## config.mk

```make
export PLATFORM = sky130hd
export DESIGN_NAME = top_k_largest_tracker_unit
export DESIGN_NICKNAME = d
export VERILOG_FILES = /design/src/rtl/tkt_pkg.sv /design/src/rtl/tkt_datapath.sv /design/src/rtl/tkt_ctrl.sv /design/src/rtl/top_k_largest_tracker_unit.sv
export SDC_FILE = /design/constraint.sdc
export NUM_CORES = 2
export LEC_CHECK = 0
export ABC_AREA = 1
export BUFFER_PORTS_ARGS = -buffer_cell sky130_fd_sc_hd__buf_4
export CORE_UTILIZATION = 40
export CTS_BUF_LIST = sky130_fd_sc_hd__clkbuf_4 sky130_fd_sc_hd__clkbuf_8
export DETAILED_ROUTE_END_ITERATION = 6
export PLACE_DENSITY = 0.55
export RECOVER_POWER = 100
export SKIP_LAST_GASP = 1
export SLEW_MARGIN = 20
export SYNTH_ARGS = -nofsm -noshare
export SYNTH_HDL_FRONTEND = slang
export SYNTH_SLANG_ARGS = --single-unit
```

## constraint.sdc

```tcl
create_clock -name aclk -period 24.6 [get_ports aclk]
set_clock_uncertainty 0.05 [all_clocks]
set_input_delay 1.23 -clock aclk [delete_from_list [all_inputs] [get_ports aclk]]
set_output_delay 1.23 -clock aclk [all_outputs]
set_load 0.005 [all_outputs]
```

## src/rtl/tkt_pkg.sv

```systemverilog
`default_nettype none
// ----------------------------------------------------------------------------
// tkt_pkg: shared constants and types for the top-k tracker
// Store depth, field widths and the controller-to-datapath command bundle.
// ----------------------------------------------------------------------------
package tkt_pkg;

    localparam int DEPTH       = 16;
    localparam int MAX_RESULTS = 16;
    localparam int VAL_W       = 32;
    localparam int CNT_W       = $clog2(DEPTH + 1);
    localparam int IDX_W       = (DEPTH > 1) ? $clog2(DEPTH) : 1;
    localparam int FLD_W       = 5;   // capacity, want_count, held_count

    localparam logic OP_ADD  = 1'b0;
    localparam logic OP_READ = 1'b1;

    typedef struct packed {
        logic             add_en;    // apply s_tdata value to the store
        logic             out_load;  // load the output register
        logic             out_last;
        logic             out_none;  // empty-store marker
        logic [IDX_W-1:0] idx;       // store entry to send
    } tkt_cmd_t;

endpackage : tkt_pkg
`default_nettype wire

```

## src/rtl/tkt_datapath.sv

```systemverilog
`default_nettype none
// ----------------------------------------------------------------------------
// tkt_datapath: sorted store, insertion cells and output register
// One compare per entry; an add inserts, or replaces the minimum, at the edge that accepts it.
// ----------------------------------------------------------------------------
module tkt_datapath (
    input  wire logic                        aclk,
    input  wire logic                        aresetn,
    input  wire logic                        cfg_wr_en,
    input  wire logic [tkt_pkg::FLD_W-1:0]   cfg_wr_data,
    input  wire logic signed [tkt_pkg::VAL_W-1:0] add_value,
    input  wire tkt_pkg::tkt_cmd_t           cmd,
    output logic [tkt_pkg::CNT_W-1:0]        count,
    output logic signed [tkt_pkg::VAL_W-1:0] out_value,
    output logic                             out_last,
    output logic                             out_none,
    output logic [tkt_pkg::FLD_W-1:0]        out_held
);
    import tkt_pkg::*;

    logic signed [VAL_W-1:0] store_reg [DEPTH];
    logic signed [VAL_W-1:0] store_next [DEPTH];
    logic [DEPTH:0]          le;          // entry valid and <= add_value
    logic [CNT_W-1:0]        count_reg, count_next;
    logic [FLD_W-1:0]        cap_reg;
    logic [CNT_W-1:0]        eff_cap;
    logic                    full, do_ins, do_rep;

    always_comb begin
        if (cap_reg == '0 || 32'(cap_reg) > 32'(DEPTH)) begin
            eff_cap = CNT_W'(DEPTH);
        end else begin
            eff_cap = CNT_W'(cap_reg);
        end
    end

    assign full   = (count_reg >= eff_cap);
    assign do_ins = cmd.add_en && !full;
    // replace only when strictly above the current minimum
    assign do_rep = cmd.add_en && full && (count_reg != '0) && (store_reg[0] < add_value);

    genvar gi;
    generate
        for (gi = 0; gi < DEPTH; gi++) begin : g_cell
            assign le[gi] = (32'(count_reg) > gi) && (store_reg[gi] <= add_value);

            always_comb begin
                store_next[gi] = store_reg[gi];
                if (do_ins) begin
                    if (le[gi]) begin
                        store_next[gi] = store_reg[gi];
                    end else if (gi == 0) begin
                        store_next[gi] = add_value;
                    end else if (le[(gi > 0) ? gi - 1 : 0]) begin
                        store_next[gi] = add_value;
                    end else begin
                        store_next[gi] = store_reg[(gi > 0) ? gi - 1 : 0];
                    end
                end else if (do_rep) begin
                    if (le[gi + 1]) begin
                        store_next[gi] = store_reg[(gi + 1 < DEPTH) ? gi + 1 : gi];
                    end else if (gi == 0 || le[gi]) begin
                        store_next[gi] = add_value;
                    end else begin
                        store_next[gi] = store_reg[gi];
                    end
                end
            end

            always_ff @(posedge aclk) begin
                store_reg[gi] <= store_next[gi];
            end
        end
    endgenerate

    assign le[DEPTH] = 1'b0;

    assign count_next = do_ins ? count_reg + CNT_W'(1) : count_reg;
    assign count      = count_reg;

    always_ff @(posedge aclk) begin
        if (!aresetn) begin
            count_reg <= '0;
            cap_reg   <= '0;
        end else begin
            count_reg <= count_next;
            if (cfg_wr_en) begin
                cap_reg <= cfg_wr_data;
            end
        end
    end

    // output register
    always_ff @(posedge aclk) begin
        if (cmd.out_load) begin
            out_value <= cmd.out_none ? '0 : store_reg[cmd.idx];
            out_last  <= cmd.out_last;
            out_none  <= cmd.out_none;
            out_held  <= FLD_W'(count_reg);
        end
    end

    logic sorted_ok;
    always_comb begin
        sorted_ok = 1'b1;
        for (int i = 0; i + 1 < DEPTH; i++) begin
            if (32'(count_reg) > i + 1 && store_reg[i] > store_reg[i + 1]) begin
                sorted_ok = 1'b0;
            end
        end
    end

    a_count_bound: assert property (@(posedge aclk) disable iff (!aresetn)
        32'(count_reg) <= 32'(DEPTH))
        else $error("held count above store depth");

    a_sorted: assert property (@(posedge aclk) disable iff (!aresetn)
        sorted_ok)
        else $error("store lost ascending order");

    a_no_grow_when_full: assert property (@(posedge aclk) disable iff (!aresetn)
        (cmd.add_en && full) |=> (count_reg == $past(count_reg)))
        else $error("count changed on add to full store");

endmodule : tkt_datapath
`default_nettype wire

```

## src/rtl/tkt_ctrl.sv

```systemverilog
`default_nettype none
// ----------------------------------------------------------------------------
// tkt_ctrl: item sequencer for the top-k tracker
// Accepts items, walks read runs one entry per transfer, owns m_tvalid.
// ----------------------------------------------------------------------------
module tkt_ctrl (
    input  wire logic                      aclk,
    input  wire logic                      aresetn,
    input  wire logic                      s_tvalid,
    output logic                           s_tready,
    input  wire logic                      op,
    input  wire logic [tkt_pkg::FLD_W-1:0] want_count,
    input  wire logic                      ascending,
    output logic                           m_tvalid,
    input  wire logic                      m_tready,
    input  wire logic [tkt_pkg::CNT_W-1:0] count,
    output tkt_pkg::tkt_cmd_t              cmd
);
    import tkt_pkg::*;

    localparam logic ST_IDLE   = 1'b0;
    localparam logic ST_STREAM = 1'b1;

    logic             state_reg, state_next;
    logic [CNT_W-1:0] k_reg, k_next;
    logic [CNT_W-1:0] n_reg, n_next;
    logic             asc_reg, asc_next;
    logic             m_valid_reg, m_valid_next;
    logic             accept, slot_free, run_last;
    logic [CNT_W-1:0] n_calc, pos;

    assign s_tready  = (state_reg == ST_IDLE);
    assign accept    = s_tvalid && s_tready;
    assign slot_free = !m_valid_reg || m_tready;
    assign m_tvalid  = m_valid_reg;

    always_comb begin
        if (want_count == '0 || 32'(want_count) > 32'(count)) begin
            n_calc = count;
        end else begin
            n_calc = CNT_W'(want_count);
        end
        if (32'(n_calc) > 32'(MAX_RESULTS)) begin
            n_calc = CNT_W'(MAX_RESULTS);
        end
    end

    assign pos      = asc_reg ? (count - n_reg + k_reg) : (count - CNT_W'(1) - k_reg);
    assign run_last = (count == '0) || (k_reg + CNT_W'(1) == n_reg);

    always_comb begin
        state_next   = state_reg;
        k_next       = k_reg;
        n_next       = n_reg;
        asc_next     = asc_reg;
        m_valid_next = m_valid_reg && !m_tready;
        cmd          = '0;
        cmd.idx      = IDX_W'(pos);
        case (state_reg)
            ST_IDLE: begin
                if (accept) begin
                    if (op == OP_ADD) begin
                        cmd.add_en = 1'b1;
                    end else begin
                        state_next = ST_STREAM;
                        k_next     = '0;
                        n_next     = n_calc;
                        asc_next   = ascending;
                    end
                end
            end
            ST_STREAM: begin
                if (slot_free) begin
                    cmd.out_load = 1'b1;
                    cmd.out_last = run_last;
                    cmd.out_none = (count == '0);
                    m_valid_next = 1'b1;
                    k_next       = k_reg + CNT_W'(1);
                    if (run_last) begin
                        state_next = ST_IDLE;
                    end
                end
            end
            default: begin
                state_next = ST_IDLE;
            end
        endcase
    end

    always_ff @(posedge aclk) begin
        if (!aresetn) begin
            state_reg   <= ST_IDLE;
            k_reg       <= '0;
            n_reg       <= '0;
            asc_reg     <= 1'b0;
            m_valid_reg <= 1'b0;
        end else begin
            state_reg   <= state_next;
            k_reg       <= k_next;
            n_reg       <= n_next;
            asc_reg     <= asc_next;
            m_valid_reg <= m_valid_next;
        end
    end

    a_k_in_run: assert property (@(posedge aclk) disable iff (!aresetn)
        (state_reg == ST_STREAM && count != '0) |-> (k_reg < n_reg))
        else $error("read index ran past run length");

    a_load_slot_free: assert property (@(posedge aclk) disable iff (!aresetn)
        cmd.out_load |-> slot_free)
        else $error("output register overwritten while held");

    a_count_still_in_run: assert property (@(posedge aclk) disable iff (!aresetn)
        (state_reg == ST_STREAM && $past(state_reg) == ST_STREAM)
            |-> $stable(count))
        else $error("store changed during a read run");

endmodule : tkt_ctrl
`default_nettype wire

```

## src/rtl/top_k_largest_tracker_unit.sv

```systemverilog
`default_nettype none
// ----------------------------------------------------------------------------
// top_k_largest_tracker_unit: keeps the largest signed values seen so far
// Sorted store with per-entry insert cells; reads stream the top N values.
// ----------------------------------------------------------------------------
//  channel | dir | ports                          | contents
//  --------+-----+--------------------------------+------------------------------
//  input   | in  | s_tvalid s_tready s_tdata s_tuser | add / read items
//  result  | out | m_tvalid m_tready m_tdata m_tlast m_tuser | read values
//  config  | in  | cfg_wr_en cfg_wr_data          | capacity register
//
//  Sequencing: an add is applied in the accepting edge (insert or
//    replace-minimum done by the per-entry compare cells). A read is
//    accepted, then streams N results (or one marker) through the single
//    output register as m_tready frees it; the next item is taken after
//    the last result is loaded.
//  Reset: aresetn low clears held count, capacity (0 = full depth) and the
//    sequencer; store contents are not cleared and are only read below count.
//  Stalls: m_tready low holds the output register; s_tready is low while a
//    read run is streaming.
// ----------------------------------------------------------------------------
module top_k_largest_tracker_unit (
    input  wire logic        aclk,
    input  wire logic        aresetn,
    // config
    input  wire logic        cfg_wr_en,
    input  wire logic [4:0]  cfg_wr_data,  // capacity
    // input channel
    input  wire logic        s_tvalid,
    output logic             s_tready,
    input  wire logic [39:0] s_tdata,      // [31:0] value_in, [36:32] want_count,
                                           // [37] ascending, [39:38] zero
    input  wire logic        s_tuser,      // [0] operation
    // result channel
    output logic             m_tvalid,
    input  wire logic        m_tready,
    output logic [39:0]      m_tdata,      // [31:0] value_out, [36:32] held_count,
                                           // [39:37] zero
    output logic             m_tlast,      // last
    output logic             m_tuser       // [0] none_held
);
    import tkt_pkg::*;

    tkt_cmd_t                cmd;
    logic [CNT_W-1:0]        count;
    logic signed [VAL_W-1:0] out_value;
    logic [FLD_W-1:0]        out_held;
    logic                    out_last, out_none;

    tkt_ctrl u_ctrl (
        .aclk       (aclk),
        .aresetn    (aresetn),
        .s_tvalid   (s_tvalid),
        .s_tready   (s_tready),
        .op         (s_tuser),
        .want_count (s_tdata[36:32]),
        .ascending  (s_tdata[37]),
        .m_tvalid   (m_tvalid),
        .m_tready   (m_tready),
        .count      (count),
        .cmd        (cmd)
    );

    tkt_datapath u_dp (
        .aclk        (aclk),
        .aresetn     (aresetn),
        .cfg_wr_en   (cfg_wr_en),
        .cfg_wr_data (cfg_wr_data),
        .add_value   (s_tdata[31:0]),
        .cmd         (cmd),
        .count       (count),
        .out_value   (out_value),
        .out_last    (out_last),
        .out_none    (out_none),
        .out_held    (out_held)
    );

    // result transfer packing
    assign m_tdata = {3'b000, out_held, out_value};
    assign m_tlast = out_last;
    assign m_tuser = out_none;

endmodule : top_k_largest_tracker_unit
`default_nettype wire
```

==> flow_summary.yaml <==
worst_setup_path:
  cp_max_fo: 182
  start_kind: "register"
  r2r-end: "u_dp.store_reg[6][11]"
  r2r_cells: 16
  critPathLaunch: "u_dp.cap_reg[1]"
  cp_cell_sequence: "or4_1 -> ha_1 -> inv_1 -> nand2_1 -> ha_1 -> o21ai_0 -> a21boi_0 -> o21a_1 -> o21ai_0 -> nand2_1 -> nor2_1 -> clkbuf_1 -> buf_12 -> clkbuf_1 -> nand3_1 -> nand2_1"
  path_class: "reg2reg"
  worst_ep_arrival_time_ps: 14630
  worst_path_largest_cell_delay_ps: 7200
  crit_required_ps: 25230
  crit_path_end_kind: "register"
  crit_top_cell: "nand2_1"
  r2r-start: "u_dp.cap_reg[1]"
  reg2reg_setup_slack_ps: 10590
  crit_slowest_cell: "clkbuf_1"
cells_and_area:
  nets: 7874
  drive_gt1_frac: 0.0947
  layout_commonest_cell: "nand3_1"
  syn_to_final_growth_pct: 7.91
  largest_reg_flops: 512
  fill_cells: 13400
  final_cell_area_um2: 57300
  final_cell_mix: "1836 x nand3_1, 1827 x nand2_1, 551 x edfxtp_1"
clock_tree:
  clk_latency_ps: 870
  numCtsBuffers: 117
  cts.htree.levels: 3
  root_buffer: "clkbuf_8"
  cts_hold_buf: 0
  cts_resized: 0
  postCtsSetupBuffers: 0
  cts_tree: "built"
  clk_pin_slew_worst_paths_ps: 60
  cts.sinks: 574
  cts_buffer_depth: 3
place:
  io_buffers: 89
  hpwl_mm: 135
  dpl_cell_area_um2: 55100
  gp_congestion: 0.890
power_and_ir_drop:
  power_density_nw_per_um2: 71.1
  max-vdd-ir-drop_mv: 0.0484
  power_leakage_nw: 25.9
die:
  num_rows: 133
  start_util: 0.403
  fp.dieW_um: 366
  core_area_um2: 132000
  die-area_um2: 134000
  io_pins: 95
  die_h_um: 366
timing:
  tightest_slew_ps: 10400
  slew_headroom: -5.94
  finalSetupTns_ps: 0
  period_share: 0.569
  grt_setup_unrepaired: "no"
  period_needed_ps: 14010
  hold_viol: 0
  max_freq_ghz: 0.0714
  setup_viol: 0
  drv_slew: 1512
yosys:
  synth-seq-cells: 574
  synth-main-ff-cell: "edfxtp_1"
  post_synth_num_cell_types: 43
  syn_area_um2: 53100
  synth-edff-count: 551
  synth.avg_cell_area_um2: 7.10
  yosysSeqAreaShare: 0.320
  async_flop_share: 0
  yosysWarningCount: 0
  syn_inst: 7475
run_status:
  status: "complete, but fails checks"
  violations: "capacitance limit, slew limit"
detailed_routing:
  drc: 0
  vias: 52400
  routed_wl_mm: 199
  met2RoutedLength_mm: 86.5
  drt_iter0_drc: 5414
  met1_length_mm: 90.4
  top_layer: "met5"
  drt-vias-per-instance: 5.73
  wl_per_cell_um: 21.8
  drt_pre_antenna_iters: 6
  antenna_left: 0
  wl_met3_mm: 15.7
global_routing:
  grt-ovfl-total: 0
  gr-usage-all-layers: 0.287
  antenna_found_initial: 5
  grt_pass1_vias: 48500
  grt_max_degree: 190
  grt_first_pass_wirelength_mm: 301
hold_path:
  hold_path_depth: 2
  hp-start: "u_dp.cap_reg[0]"
  holdPathEnd: "u_dp.cap_reg[0]"
  hold_path.class: "reg2reg"
flow_run:
  maxCapViolations: 20
-- layer usage --
metal | GRT usage | vias up
li1 | - | 25600
met1 | 0.412 | 24200
met2 | 0.437 | 2266
met3 | 0.0386 | 345
met4 | 0.105 | 2
met5 | 0 | -
-- synth_stat cells (11+ instances only) --
cell	number	share of area
nor3_1	11	0.0010
ha_1	536	0.13
o21ai_0	531	0.050
buf_4	13	0.0018
or2_2	228	0.027
nand4_1	43	0.0051
o21a_1	41	0.0058
mux2_2	64	0.014
clkbuf_1	352	0.025
nor4_1	12	0.0014
nor2_1	263	0.019
nand2_1	1844	0.13
inv_1	416	0.029
edfxtp_1	551	0.31
buf_1	59	0.0042
a21oi_1	438	0.041
dfxtp_1	23	0.0087
nand3_1	1845	0.17
or2_1	53	0.0062
buf_2	89	0.0084
-- stage by stage --
step / util / cells / power (mW) / setup WS (ps) / hold slack (ps)
final: 0.435 / 9137 / 4.08 / 10590 / 423
after global routing: 0.435 / 9136 / 4.32 / 9780 / 440
after CTS: 0.436 / 9134 / 4.03 / 18450 / 422
after detailed placement: 0.419 / 8918 / 2.97 / 17550 / 411
after global placement: 0.419 / 8918 / 2.94 / 17570 / 400
after floorplan: - / 7477 / 2.45 / 11800 / 389
-- power breakdown --
| part | internal [mW] | switching, mW | total, mW |
|---|---|---|---|
| sequential | 1.27 | 0.0994 | 1.37 |
| combinational | 0.524 | 1.13 | 1.65 |
| clock | 0.556 | 0.497 | 1.05 |
-- worst max path at each step --
stage,end,slack [ps],cells after the start
2_1_floorplan,u_dp.store_reg[10][0],11800,15
3_3_place_gp,u_dp.store_reg[13][21],17570,18
3_5_place_dp,u_dp.store_reg[13][2],17550,18
4_1_cts,u_dp.store_reg[14][21],18450,18
5_1_grt,u_dp.store_reg[6][14],9780,13
6_report,u_dp.store_reg[6][11],10590,16
-- critical path: cells and delay by family, from the launching register on --
kind,cells,cell delay (ps)
AOI/OAI and AO/OA,4,520
and+or+nand+nor,6,1700
adders and majority gates,2,540
buffers and inverters,4,10660
DFF,1,320
-- layout make-up --
type	instances	area (um2)	area share
inverter	419	1580	0.0276
tap	1755	2200	0.0383
antenna	2	5.00	0.0000874
timing repair buffer	200	1440	0.0252
multi-input combinational	5971	32700	0.571
clock buffer	163	2010	0.0351
clock inverter	53	318	0.00555
sequential	574	17000	0.297
-- logic make-up after synthesis --
kind of cell,synth area share
buffers and inverters,0.0689
multiplexers,0.0136
flip-flops,0.320
other,0.0000706
XOR/XNOR,0.00181
AO/OA/AOI/OAI,0.101
AND/OR/NAND/NOR,0.366
adder cells (fa/ha/maj),0.128
(Power assumes the default switching activity.)
